--- config.mk ---
export PLATFORM = sky130hd
export DESIGN_NAME = dual_wheel_pid_power_derate
export DESIGN_NICKNAME = d
export VERILOG_FILES = /design/src/hdl/dwpd_pkg.sv /design/src/hdl/dual_wheel_pid_power_derate.sv /design/src/hdl/dwpd_ctrl.sv /design/src/hdl/dwpd_dpath.sv
export SDC_FILE = /design/constraint.sdc
export NUM_CORES = 2
export LEC_CHECK = 0
export ABC_AREA = 1
export BUFFER_PORTS_ARGS = -buffer_cell sky130_fd_sc_hd__buf_4
export CAP_MARGIN = 5
export CORE_ASPECT_RATIO = 2
export CORE_UTILIZATION = 65
export DETAILED_ROUTE_END_ITERATION = 8
export GPL_ROUTABILITY_DRIVEN = 0
export PLACE_DENSITY = 0.83
export REMOVE_ABC_BUFFERS = 1
export SLEW_MARGIN = 10
export SYNTH_ARGS = -nofsm -noshare
export SYNTH_HDL_FRONTEND = slang
export SYNTH_SLANG_ARGS = --single-unit
--- constraint.sdc ---
create_clock -name i_clk -period 22.1 [get_ports i_clk]
set_input_delay 3.315 -clock i_clk [delete_from_list [all_inputs] [get_ports i_clk]]
set_output_delay 3.315 -clock i_clk [all_outputs]
set_load 0.05 [all_outputs]
--- src/hdl/dwpd_pkg.sv ---
package dwpd_pkg;

    // Two wheels travel in every word; the field names fix the count.
    localparam int MOTOR_COUNT = 2;
    localparam int MOTOR_IDX_W = $clog2(MOTOR_COUNT);

    localparam int CFG_IDX_W  = 3;
    localparam int CFG_DATA_W = 24;

    // Derating divides with one quotient bit per step.
    localparam int DIV_STEPS = 16;
    localparam int DIV_CNT_W = $clog2(DIV_STEPS);

    typedef enum logic [CFG_IDX_W-1:0] {
        CFG_GAIN_PROP  = 3'd0,
        CFG_GAIN_INTEG = 3'd1,
        CFG_GAIN_DERIV = 3'd2,
        CFG_INTEG_LIM  = 3'd3,
        CFG_CURR_LIM   = 3'd4,
        CFG_WARN       = 3'd5
    } t_cfg_idx;

    typedef struct packed {
        logic [23:0] gain_prop;
        logic [23:0] gain_integ;
        logic [23:0] gain_deriv;
        logic [13:0] integral_limit;
        logic [14:0] current_limit;
        logic [9:0]  warn_level;
    } t_cfg;

    localparam t_cfg CFG_RESET = '{
        gain_prop:      24'd393216,
        gain_integ:     24'd1966,
        gain_deriv:     24'd131072,
        integral_limit: 14'd15000,
        current_limit:  15'd16384,
        warn_level:     10'd200
    };

    typedef struct packed {
        logic signed [15:0] target_a;
        logic signed [15:0] measured_a;
        logic signed [15:0] target_b;
        logic signed [15:0] measured_b;
        logic        [9:0]  buffer_energy;
    } t_in_word;

    typedef struct packed {
        logic signed [15:0] drive_a;
        logic signed [15:0] drive_b;
    } t_out_word;

    // Operand selection for the shared multiplier.
    typedef enum logic [2:0] {
        MS_NONE  = 3'd0,
        MS_PROP  = 3'd1,
        MS_INTEG = 3'd2,
        MS_DERIV = 3'd3,
        MS_DEN   = 3'd4,
        MS_NUM1  = 3'd5,
        MS_NUM2  = 3'd6
    } t_mul_sel;

    typedef struct packed {
        logic                   load;
        logic                   err_step;
        t_mul_sel               mul_sel;
        logic                   acc_add;
        logic                   sat_step;
        logic                   den_load;
        logic                   div_init;
        logic                   div_step;
        logic                   div_fin;
        logic [MOTOR_IDX_W-1:0] mot;
    } t_dp_cmd;

    typedef struct packed {
        logic derate;
    } t_dp_stat;

endpackage

--- src/hdl/dual_wheel_pid_power_derate.sv ---
// An accepted input word is worked through both wheels before its result word
// is offered; when derating applies, each wheel also gets one 16-step divide.
// A new word is taken only after the previous result is handed on; the shared
// multiplier and the bit-serial divider are used by one word at a time.
// Reset is synchronous and active low; it restores the register defaults
// and clears both wheels' previous error and integral.
module dual_wheel_pid_power_derate import dwpd_pkg::*; (
    input  logic                  i_clk,
    input  logic                  i_rst_n,
    input  logic                  i_in_valid,
    output logic                  o_in_stall,
    input  t_in_word              i_in_word,
    output logic                  o_out_valid,
    input  logic                  i_out_stall,
    output t_out_word             o_out_word,
    input  logic                  i_cfg_valid,
    output logic                  o_cfg_ready,
    input  logic [CFG_IDX_W-1:0]  i_cfg_index,
    input  logic [CFG_DATA_W-1:0] i_cfg_data
);

    t_cfg      r_cfg;
    logic      r_out_valid;
    t_out_word r_out_word;

    t_dp_cmd   w_cmd;
    t_dp_stat  w_stat;
    t_out_word w_drive_word;
    logic      w_out_load;
    logic      w_out_free;

    // The configuration port never pushes back. The user is to write only while no
    // word is in flight (the block does not enforce it), so no word sees half-written gains.
    assign o_cfg_ready = 1'b1;

    always_ff @(posedge i_clk) begin
        if (!i_rst_n) begin
            r_cfg <= CFG_RESET;
        end else if (i_cfg_valid) begin
            case (i_cfg_index)
                CFG_GAIN_PROP:  r_cfg.gain_prop      <= i_cfg_data;
                CFG_GAIN_INTEG: r_cfg.gain_integ     <= i_cfg_data;
                CFG_GAIN_DERIV: r_cfg.gain_deriv     <= i_cfg_data;
                CFG_INTEG_LIM:  r_cfg.integral_limit <= i_cfg_data[13:0];
                CFG_CURR_LIM:   r_cfg.current_limit  <= i_cfg_data[14:0];
                CFG_WARN:       r_cfg.warn_level     <= i_cfg_data[9:0];
                default: begin
                end
            endcase
        end
    end

    // The output register decouples the two sides: the next input word can
    // be taken and worked on while the previous result still waits here.
    assign w_out_free = !r_out_valid || !i_out_stall;

    always_ff @(posedge i_clk) begin
        if (!i_rst_n) begin
            r_out_valid <= 1'b0;
        end else if (w_out_load) begin
            r_out_valid <= 1'b1;
        end else if (!i_out_stall) begin
            r_out_valid <= 1'b0;
        end
    end

    always_ff @(posedge i_clk) begin
        if (w_out_load) begin
            r_out_word <= w_drive_word;
        end
    end

    assign o_out_valid = r_out_valid;
    assign o_out_word  = r_out_word;

    // The controller steps each wheel through error, three multiply and
    // accumulate passes and saturation, then optionally the derating
    // multiply and divide, and finally hands the pair to the output register.
    dwpd_ctrl u_ctrl (
        .i_clk      (i_clk),
        .i_rst_n    (i_rst_n),
        .i_in_valid (i_in_valid),
        .i_out_free (w_out_free),
        .i_stat     (w_stat),
        .o_in_stall (o_in_stall),
        .o_out_load (w_out_load),
        .o_cmd      (w_cmd)
    );

    dwpd_dpath u_dpath (
        .i_clk        (i_clk),
        .i_rst_n      (i_rst_n),
        .i_cfg        (r_cfg),
        .i_in_word    (i_in_word),
        .i_cmd        (w_cmd),
        .o_stat       (w_stat),
        .o_drive_word (w_drive_word)
    );

`ifndef SYNTHESIS
    a_out_rise_from_load: assert property (@(posedge i_clk) disable iff (!i_rst_n)
        $rose(o_out_valid) |-> $past(w_out_load))
        else $error("result word appeared without a load");

    a_no_accept_on_load: assert property (@(posedge i_clk) disable iff (!i_rst_n)
        (i_in_valid && !o_in_stall) |-> !w_out_load)
        else $error("input word accepted while a result is being loaded");

    a_load_needs_room: assert property (@(posedge i_clk) disable iff (!i_rst_n)
        w_out_load |-> w_out_free)
        else $error("result loaded over a waiting result");
`endif

endmodule

--- src/hdl/dwpd_ctrl.sv ---
module dwpd_ctrl import dwpd_pkg::*; (
    input  logic     i_clk,
    input  logic     i_rst_n,
    input  logic     i_in_valid,
    input  logic     i_out_free,
    input  t_dp_stat i_stat,
    output logic     o_in_stall,
    output logic     o_out_load,
    output t_dp_cmd  o_cmd
);

    typedef enum logic [13:0] {
        S_IDLE = 14'b00000000000001,
        S_ERR  = 14'b00000000000010,
        S_MP   = 14'b00000000000100,
        S_MI   = 14'b00000000001000,
        S_MD   = 14'b00000000010000,
        S_ADD  = 14'b00000000100000,
        S_SAT  = 14'b00000001000000,
        S_DEN  = 14'b00000010000000,
        S_NUM1 = 14'b00000100000000,
        S_NUM2 = 14'b00001000000000,
        S_DIVI = 14'b00010000000000,
        S_DIV  = 14'b00100000000000,
        S_FIN  = 14'b01000000000000,
        S_OUT  = 14'b10000000000000
    } t_state;

    localparam logic [MOTOR_IDX_W-1:0] MOT_LAST = MOTOR_IDX_W'(MOTOR_COUNT - 1);
    localparam logic [DIV_CNT_W-1:0]   CNT_LAST = DIV_CNT_W'(DIV_STEPS - 1);

    t_state                 r_state, n_state;
    logic [MOTOR_IDX_W-1:0] r_mot, n_mot;
    logic [DIV_CNT_W-1:0]   r_cnt, n_cnt;

    always_ff @(posedge i_clk) begin
        if (!i_rst_n) begin
            r_state <= S_IDLE;
            r_mot   <= '0;
            r_cnt   <= '0;
        end else begin
            r_state <= n_state;
            r_mot   <= n_mot;
            r_cnt   <= n_cnt;
        end
    end

    always_comb begin
        n_state    = r_state;
        n_mot      = r_mot;
        n_cnt      = r_cnt;
        o_cmd      = '0;
        o_cmd.mot  = r_mot;
        o_out_load = 1'b0;
        o_in_stall = 1'b1;
        case (r_state)
            S_IDLE: begin
                o_in_stall = 1'b0;
                if (i_in_valid) begin
                    o_cmd.load = 1'b1;
                    n_mot      = '0;
                    n_state    = S_ERR;
                end
            end
            S_ERR: begin
                o_cmd.err_step = 1'b1;
                n_state        = S_MP;
            end
            S_MP: begin
                o_cmd.mul_sel = MS_PROP;
                n_state       = S_MI;
            end
            S_MI: begin
                o_cmd.mul_sel = MS_INTEG;
                o_cmd.acc_add = 1'b1;
                n_state       = S_MD;
            end
            S_MD: begin
                o_cmd.mul_sel = MS_DERIV;
                o_cmd.acc_add = 1'b1;
                n_state       = S_ADD;
            end
            S_ADD: begin
                o_cmd.acc_add = 1'b1;
                n_state       = S_SAT;
            end
            S_SAT: begin
                o_cmd.sat_step = 1'b1;
                if (r_mot == MOT_LAST) begin
                    n_mot   = '0;
                    n_state = i_stat.derate ? S_DEN : S_OUT;
                end else begin
                    n_mot   = r_mot + 1'b1;
                    n_state = S_ERR;
                end
            end
            S_DEN: begin
                o_cmd.mul_sel = MS_DEN;
                n_state       = S_NUM1;
            end
            S_NUM1: begin
                // The squared warning energy sits in the product register
                // only ahead of the first wheel.
                o_cmd.den_load = (r_mot == '0);
                o_cmd.mul_sel  = MS_NUM1;
                n_state        = S_NUM2;
            end
            S_NUM2: begin
                o_cmd.mul_sel = MS_NUM2;
                n_state       = S_DIVI;
            end
            S_DIVI: begin
                o_cmd.div_init = 1'b1;
                n_cnt          = '0;
                n_state        = S_DIV;
            end
            S_DIV: begin
                o_cmd.div_step = 1'b1;
                n_cnt          = r_cnt + 1'b1;
                if (r_cnt == CNT_LAST) begin
                    n_state = S_FIN;
                end
            end
            S_FIN: begin
                o_cmd.div_fin = 1'b1;
                if (r_mot == MOT_LAST) begin
                    n_mot   = '0;
                    n_state = S_OUT;
                end else begin
                    n_mot   = r_mot + 1'b1;
                    n_state = S_NUM1;
                end
            end
            S_OUT: begin
                if (i_out_free) begin
                    o_out_load = 1'b1;
                    n_state    = S_IDLE;
                end
            end
            default: begin
                n_state = S_IDLE;
            end
        endcase
    end

endmodule

--- src/hdl/dwpd_dpath.sv ---
module dwpd_dpath import dwpd_pkg::*; (
    input  logic      i_clk,
    input  logic      i_rst_n,
    input  t_cfg      i_cfg,
    input  t_in_word  i_in_word,
    input  t_dp_cmd   i_cmd,
    output t_dp_stat  o_stat,
    output t_out_word o_drive_word
);

    t_in_word           r_in;
    logic signed [16:0] r_prev [MOTOR_COUNT];
    logic signed [14:0] r_esum [MOTOR_COUNT];
    logic signed [15:0] r_drive [MOTOR_COUNT];

    logic signed [16:0] r_err;
    logic signed [17:0] r_derr;
    logic signed [14:0] r_sumv;
    logic signed [43:0] r_prod;
    logic signed [43:0] r_acc;
    logic        [19:0] r_den;
    logic        [19:0] r_rem;
    logic        [15:0] r_nlo;
    logic        [15:0] r_quo;

    logic signed [15:0] w_tgt [MOTOR_COUNT];
    logic signed [15:0] w_meas [MOTOR_COUNT];
    logic signed [16:0] w_err;
    logic signed [17:0] w_derr;
    logic signed [17:0] w_sum_raw;
    logic signed [17:0] w_ilim;
    logic signed [14:0] w_sum_new;
    logic        [24:0] w_mul_a;
    logic signed [17:0] w_mul_b;
    logic signed [43:0] w_prod;
    logic signed [43:0] w_acc_adj;
    logic signed [27:0] w_quot;
    logic signed [27:0] w_clim;
    logic signed [15:0] w_sat;
    logic signed [15:0] w_drv_sel;
    logic signed [15:0] w_drv_neg;
    logic        [14:0] w_mag;
    logic        [20:0] w_trial;
    logic        [20:0] w_den_ext;
    logic               w_ge;

    always_comb begin
        w_tgt[0]  = r_in.target_a;
        w_meas[0] = r_in.measured_a;
        w_tgt[1]  = r_in.target_b;
        w_meas[1] = r_in.measured_b;
    end

    assign o_stat.derate = (r_in.buffer_energy != '0) &&
                           (r_in.buffer_energy < i_cfg.warn_level);

    // Error, derivative and clamped integral of the selected wheel.
    always_comb begin
        w_err     = {w_tgt[i_cmd.mot][15], w_tgt[i_cmd.mot]}
                  - {w_meas[i_cmd.mot][15], w_meas[i_cmd.mot]};
        w_derr    = {w_err[16], w_err} - {r_prev[i_cmd.mot][16], r_prev[i_cmd.mot]};
        w_sum_raw = {{3{r_esum[i_cmd.mot][14]}}, r_esum[i_cmd.mot]}
                  + {w_err[16], w_err};
        w_ilim    = {4'b0, i_cfg.integral_limit};
        if (w_sum_raw > w_ilim) begin
            w_sum_new = w_ilim[14:0];
        end else if (w_sum_raw < -w_ilim) begin
            w_sum_new = 15'(-w_ilim);
        end else begin
            w_sum_new = w_sum_raw[14:0];
        end
    end

    assign w_drv_sel = r_drive[i_cmd.mot];
    assign w_drv_neg = -w_drv_sel;
    assign w_mag     = w_drv_sel[15] ? w_drv_neg[14:0] : w_drv_sel[14:0];

    always_comb begin
        case (i_cmd.mul_sel)
            MS_PROP: begin
                w_mul_a = {1'b0, i_cfg.gain_prop};
                w_mul_b = {r_err[16], r_err};
            end
            MS_INTEG: begin
                w_mul_a = {1'b0, i_cfg.gain_integ};
                w_mul_b = {{3{r_sumv[14]}}, r_sumv};
            end
            MS_DERIV: begin
                w_mul_a = {1'b0, i_cfg.gain_deriv};
                w_mul_b = r_derr;
            end
            MS_DEN: begin
                w_mul_a = {15'b0, i_cfg.warn_level};
                w_mul_b = {8'b0, i_cfg.warn_level};
            end
            MS_NUM1: begin
                w_mul_a = {10'b0, w_mag};
                w_mul_b = {8'b0, r_in.buffer_energy};
            end
            MS_NUM2: begin
                w_mul_a = r_prod[24:0];
                w_mul_b = {8'b0, r_in.buffer_energy};
            end
            default: begin
                w_mul_a = '0;
                w_mul_b = '0;
            end
        endcase
    end

    assign w_prod = $signed({1'b0, w_mul_a}) * w_mul_b;

    // Divide by 65536 toward zero, then saturate.
    assign w_acc_adj = r_acc + (r_acc[43] ? 44'sd65535 : 44'sd0);
    assign w_quot    = w_acc_adj[43:16];
    assign w_clim    = {13'b0, i_cfg.current_limit};

    always_comb begin
        if (w_quot > w_clim) begin
            w_sat = w_clim[15:0];
        end else if (w_quot < -w_clim) begin
            w_sat = 16'(-w_clim);
        end else begin
            w_sat = w_quot[15:0];
        end
    end

    assign w_den_ext = {1'b0, r_den};
    assign w_trial   = {r_rem, r_nlo[15]};
    assign w_ge      = (w_trial >= w_den_ext);

    always_ff @(posedge i_clk) begin
        if (!i_rst_n) begin
            for (int i = 0; i < MOTOR_COUNT; i++) begin
                r_prev[i] <= '0;
                r_esum[i] <= '0;
            end
        end else if (i_cmd.err_step) begin
            r_prev[i_cmd.mot] <= w_err;
            r_esum[i_cmd.mot] <= w_sum_new;
        end
    end

    always_ff @(posedge i_clk) begin
        if (i_cmd.load) begin
            r_in <= i_in_word;
        end
        if (i_cmd.err_step) begin
            r_err  <= w_err;
            r_derr <= w_derr;
            r_sumv <= w_sum_new;
        end
        if (i_cmd.mul_sel != MS_NONE) begin
            r_prod <= w_prod;
        end
        if (i_cmd.err_step) begin
            r_acc <= '0;
        end else if (i_cmd.acc_add) begin
            r_acc <= r_acc + r_prod;
        end
        if (i_cmd.den_load) begin
            r_den <= r_prod[19:0];
        end
        if (i_cmd.div_init) begin
            r_rem <= {1'b0, r_prod[34:16]};
            r_nlo <= r_prod[15:0];
            r_quo <= '0;
        end else if (i_cmd.div_step) begin
            r_rem <= w_ge ? 20'(w_trial - w_den_ext) : w_trial[19:0];
            r_nlo <= {r_nlo[14:0], 1'b0};
            r_quo <= {r_quo[14:0], w_ge};
        end
        if (i_cmd.sat_step) begin
            r_drive[i_cmd.mot] <= w_sat;
        end else if (i_cmd.div_fin) begin
            r_drive[i_cmd.mot] <= w_drv_sel[15] ? -$signed(r_quo) : $signed(r_quo);
        end
    end

    assign o_drive_word.drive_a = r_drive[0];
    assign o_drive_word.drive_b = r_drive[1];

`ifndef SYNTHESIS
    a_rem_below_den: assert property (@(posedge i_clk) disable iff (!i_rst_n)
        i_cmd.div_step |-> (r_rem < r_den))
        else $error("divider remainder not below divisor");

    a_derate_shrinks: assert property (@(posedge i_clk) disable iff (!i_rst_n)
        i_cmd.div_fin |-> ({1'b0, r_quo} <= {2'b0, w_mag}))
        else $error("derated drive larger than undarated drive");
`endif

endmodule
# Word level (Yosys, flattened, before mapping)
# Memory sizes are Yosys's and may differ from the RTL's. A register that Yosys moved wholly into a read port is not among the register bits.
# Cells that the tools add are included.
[totals]
ff_bits = 415
elab_cells = 172
memories = 3
inputBits = 106
ram_bits = 96
output_inout_bits = 35
[memory_table]
columns = ["name", "depth", "word_bits", "rd", "rd_ports_with_merged_regs", "wr", "line_no", "source"]
rows = [
  ["u_dpath.r_prev", 2, 17, 1, 1, 2, "dwpd_dpath.sv:12", "logic signed [16:0] r_prev [MOTOR_COUNT];"],
  ["u_dpath.r_drive", 2, 16, 3, 3, 1, "dwpd_dpath.sv:14", "logic signed [15:0] r_drive [MOTOR_COUNT];"],
  ["u_dpath.r_esum", 2, 15, 1, 1, 2, "dwpd_dpath.sv:13", "logic signed [14:0] r_esum [MOTOR_COUNT];"],
]
[classes]
bitwise = 3
reduce_logical = 23
order_cmp = 7
mul = 1
muxes = 68
n_eq_ne = 30
n_addsub = 12
[ops]
columns = ["op", "count"]
rows = [
  ["2-to-1 mux 16 bit", 13],
  ["case mux 14 bit (14 select lines)", 1],
  ["case mux 25 bit (6 select lines)", 1],
  ["case mux 18 bit (5 select lines)", 1],
  ["adder 44 bit", 2],
  ["2-to-1 mux 14 bit", 6],
  ["2-to-1 mux 15 bit", 4],
  ["multiplier 26 x 18 -> 44 bit", 1],
  ["2-to-1 mux 19 bit", 2],
  ["2-to-1 mux 1 bit", 35],
  ["greater-than comparator 28 x 16 -> 1 bit", 1],
  ["less-than comparator 28 bit", 1],
  ["negator 15 -> 28 bit", 1],
  ["greater-or-equal comparator 21 x 20 -> 1 bit", 1],
  ["2-to-1 mux 20 bit", 1],
  ["subtractor 20 bit", 1],
  ["adder 15 x 17 -> 18 bit", 1],
  ["greater-than comparator 18 x 15 -> 1 bit", 1],
  ["less-than comparator 18 bit", 1],
  ["negator 14 -> 18 bit", 1],
  ["case mux 3 bit (6 select lines)", 1],
  ["subtractor 17 x 17 -> 18 bit", 1],
  ["2-to-1 mux 17 bit", 1],
  ["OR reduction 17 bit", 1],
  ["other kinds (44)", 64],
]

# Longest topological paths before layout
[depth]
ltp_word = 10
mapped_depth = 45
mapped_depth_nobuf = 43

# Modules after synthesis
# From an unflattened synthesis, not the netlist that was laid out.
[hier_totals]
cells_unflattened = 6094
hier_area_um2 = 48308.8
[modules_own_cells]
columns = ["mod", "instances", "area_each_um2", "seq_area_each_um2", "cells_each"]
rows = [
  ["dwpd_dpath", 1, 41707.5, 10800.4, 5257],
  ["dual_wheel_pid_power_derate", 1, 5430.2, 3203.1, 658],
  ["dwpd_ctrl", 1, 1171.1, 380.4, 179],
]

# Worst setup path before layout
# Ideal clock, no wire load.
[synth_timing]
path_type = "register to register"
from = "reg (tool-made name)"
to = "reg u_dpath.r_prod[43], data pin"
synth_period_minus_slack_ns = 7.268
path_buffers = 2
arrival_ns = 7.007
setup_slack_ns = 14.832
path_stages_with_launch = 37
required_time_ns = 21.839
setup_ns = 0.261
path_cell_list = "dfxtp_1 buf_2 nand2_1 nand2_1 inv_1 ha_1 inv_1 nor2_1 nand2_1 nor2_2 nand3_1 o21a_1 xor2_1 o211ai_2 buf_4 nand2_1 fa_1 inv_1 fa_1 fa_1 fa_1 fa_1 inv_1 fa_1 inv_1 ha_1 nand2_1 nor2_1 inv_1 nor3_1 inv_1 nor4_1 a21oi_1 o21ai_0 nand3_1 nand3_1 xor2_1"
[synth_rtl]
columns = ["element", "line_no", "source"]
rows = [
  ["end signal: assignment", "dwpd_dpath.sv:154", "r_prod <= w_prod;"],
  ["end: declaration", "dwpd_dpath.sv:19", "logic signed [43:0] r_prod;"],
]

==> metrics <==
outcome=complete, but fails checks; failing checks=design-rule violations; DP HPWL=119000 um; die area=0.0745 mm2; Synth Area per Inst=8.02 um2; Area Growth Syn to Fin=7.30%; CP Depth=36; Critical Path RT=22.45 ns; row count=140; Die Wd=193 um; overall routing resource usage=approximately 45%; main combinational cell family by area after synthesis=adder cells; clk_lat worst skew=0.67 ns; mux cell area share after synthesis=0.756%; fin. max-slew vios=0; fraction of registers with async set/reset=0%; depth of the CTS H-tree=2; initial antenna violation count=19; setup TNS after final layout=0 ns; CP delay by family, top=adder cells; Post-Synthesis Cells=about 5900; endpoint class of the critical path=flip-flop; Finished Cell Area=between 0.05 and 0.06 mm2; max_slew headroom=6.81%; Crit Path Category=reg2reg; cts bufs inserted=~50; CP peak stage delay=slightly below 0.8 ns; total gr overflow=0; Hold Crit Class=reg2reg; vias per cell=6.15; number of I/O port buffers=approximately 140; Hold Fails Final Rpt=0; share of layout cells above drive strength 1=under 10%; FF-to-FF path depth=36; drt wl/cell=23.3 um; Post-synth EDFFs=351; Buf/Inv on CP=8; XOR/XNOR Fraction of Synth Area=3.31%; YS warnings=0; Yosys cell types=74; LEAKAGE=25.6 nW; Post-Synth Adder-Cell Area=25.2%; placed instance area=0.0494 mm2; Setup Viol. Count Final=0; Final Skew=between 0.03 and 0.04 ns; IO Count=141; total number of vias=approximately 43000; cell count of the worst hold path=2; crit path max fanout=49; Final nets=between 6000 and 7000; drt drc=23; Longest Clk Path Bufs=3; root buf cell=clkbuf_16; most frequent cells in the layout=nand2_1, inv_1, nor2_1; maximum VDD drop=116 uV; Hold Buf Count CTS=0; remaining antenna violation count=0; ys flop type=edfxtp_1; DR iter-0 viols=4556; vias in the first global route=43500; Yosys reg bits=544; synthesized area=~0.048 mm2; Tmin final=9.95 ns; Compound-Gate Fraction of Synth Area=11.0%; sequential share of the synthesized area=30.2%; pwr dens=89.7 mW/mm2; Starting Density=65.6%; Die Y=385 um; Routed WL=162000 um; slowest CP cell=nand2_1; Slew @ Worst Pin=around 1.4 ns; max cap viols=0; final worst-path cycle share=~45%; pin count of the biggest net entering global routing=106; Post-CTS Setup Repair Bufs=0; # clock sinks=544; Clock transition at path regs=0.07 ns; TritonCTS clock tree=yes; Max Freq=101 MHz; Critical Path Start Type=flip-flop; most common cell after layout, fill and taps aside=nand2_1; Simple-Gate Fraction of Synth Area=18.4%; WP data arrival=around 10 ns; RSZ-0062 raised after global routing=false; post_cts resized=0; Core ar.=0.0727 mm2; first-pass GRT wire length=245000 um; first-pass detailed-route iteration total=9
[worst paths after layout]
| kind | from | endpoint | slack, ns |
|---|---|---|---|
| max | flip-flop | u_dpath.r_prod[43] | 12.15 |
| min | r_cfg[80] | r_cfg[80] | 0.46 |
| max reg2reg | flip-flop | u_dpath.r_prod[43] | 12.15 |
| min reg2reg | r_cfg[80] | r_cfg[80] | 0.46 |
[logic make-up after synthesis]
logic type	after synthesis
fa+ha+maj	735
simple gates	2175
xor+xnor	180
buf+inv	1365
flops	544
mux	36
other cells	2
compound gates	903
[metrics by stage]
step | total power [mW] | hold slack [ns] | util (%) | worst slack [ns] | std cells
3_3_place_gp | 3.51 | 0.438 | 68.0 | 12.81 | 6884
6_report | 4.59 | 0.459 | 70.3 | 12.15 | 6979
5_1_grt | 4.85 | 0.475 | 70.3 | 11.73 | 6978
3_5_place_dp | 3.58 | 0.444 | 68.0 | 12.65 | 6884
4_1_cts | 4.48 | 0.456 | 70.3 | 12.56 | 6976
2_1_floorplan | 2.89 | 0.418 | - | 13.02 | 5778
[power breakdown]
part	leakage, nW	total, mW	internal [mW]	switching (mW)
Combinational	20.0	2.28	0.701	1.58
Clock	0.799	0.899	0.475	0.424
Sequential	4.85	1.40	1.29	0.116
Total	25.6	4.59	2.46	2.12
[metal layers]
layer  up-vias  wire length [um]  track usage [%]
met5         -               187                0
met4        28             21100             47.7
met3      1251             19500             16.4
met2      2817             75100             73.1
met1     19900             46300             41.6
li1      19000                 -                -
[layout make-up]
cell class,instances,area [um2]
Clock buffer,59,1330
Timing Repair Buffer,183,1370
Sequential cell,544,14400
Multi-Input combinational cell,4037,28000
Tap cell,923,1150
Antenna cell,3,7.51
Inverter,1197,4490
Fill cell,5532,21600
Clock inverter,33,339
[cell usage after synthesis, types with 6 or more instances]
library cell,n,area (um2)
a21boi_0,13,97.6
a21o_1,17,128
a21oi_1,324,1620
a221oi_1,18,158
a22o_1,8,70.1
a31oi_1,34,213
and3_1,6,37.5
buf_1,8,30.0
buf_2,65,325
buf_4,12,90.1
clkbuf_1,79,297
clkinv_1,10,37.5
dfxtp_1,193,3860
edfxtp_1,351,10500
fa_1,373,7470
ha_1,362,4530
inv_1,1159,4350
inv_2,28,105
mux2i_1,36,360
nand2_1,1307,4910
nand2_2,10,62.6
nand3_1,192,961
nand4_1,22,138
nor2_1,529,1990
nor2_2,9,56.3
nor3_1,48,240
nor4_1,21,131
o211ai_1,34,255
o21a_1,14,105
o21ai_0,321,1610
o21ai_1,23,115
o21bai_1,20,150
o221ai_1,9,78.8
o22ai_1,22,138
or2_1,7,43.8
xnor2_1,43,377
xor2_1,137,1200
[worst register-to-register path, delay by kind of cell (launching register included)]
kind | cells | cell delay (ns)
xor+xnor | 2 | 0.14
buf+inv | 8 | 1.38
compound gates | 3 | 1.22
fa+ha+maj | 8 | 3.74
simple gates | 15 | 2.87
flops | 1 | 0.31
[sequential cells by signal, indices dropped and copies added (netlist names), named ones only]
signal	count
o_out_word	32
u_dpath.r_den	20
o_out_valid	1
u_dpath.r_quo	16
u_ctrl.r_mot	1
u_dpath.r_nlo	16
u_ctrl.r_cnt	4
u_dpath.r_sumv	15
u_dpath.r_err	17
u_ctrl.r_state	14
u_dpath.r_prev	34
u_dpath.r_drive	32
u_dpath.r_esum	30
u_dpath.r_rem	20
u_dpath.r_in	74
u_dpath.r_derr	18
u_dpath.r_acc	44
u_dpath.r_prod	44
r_cfg	111
Power figures use the tool's default switching activity.
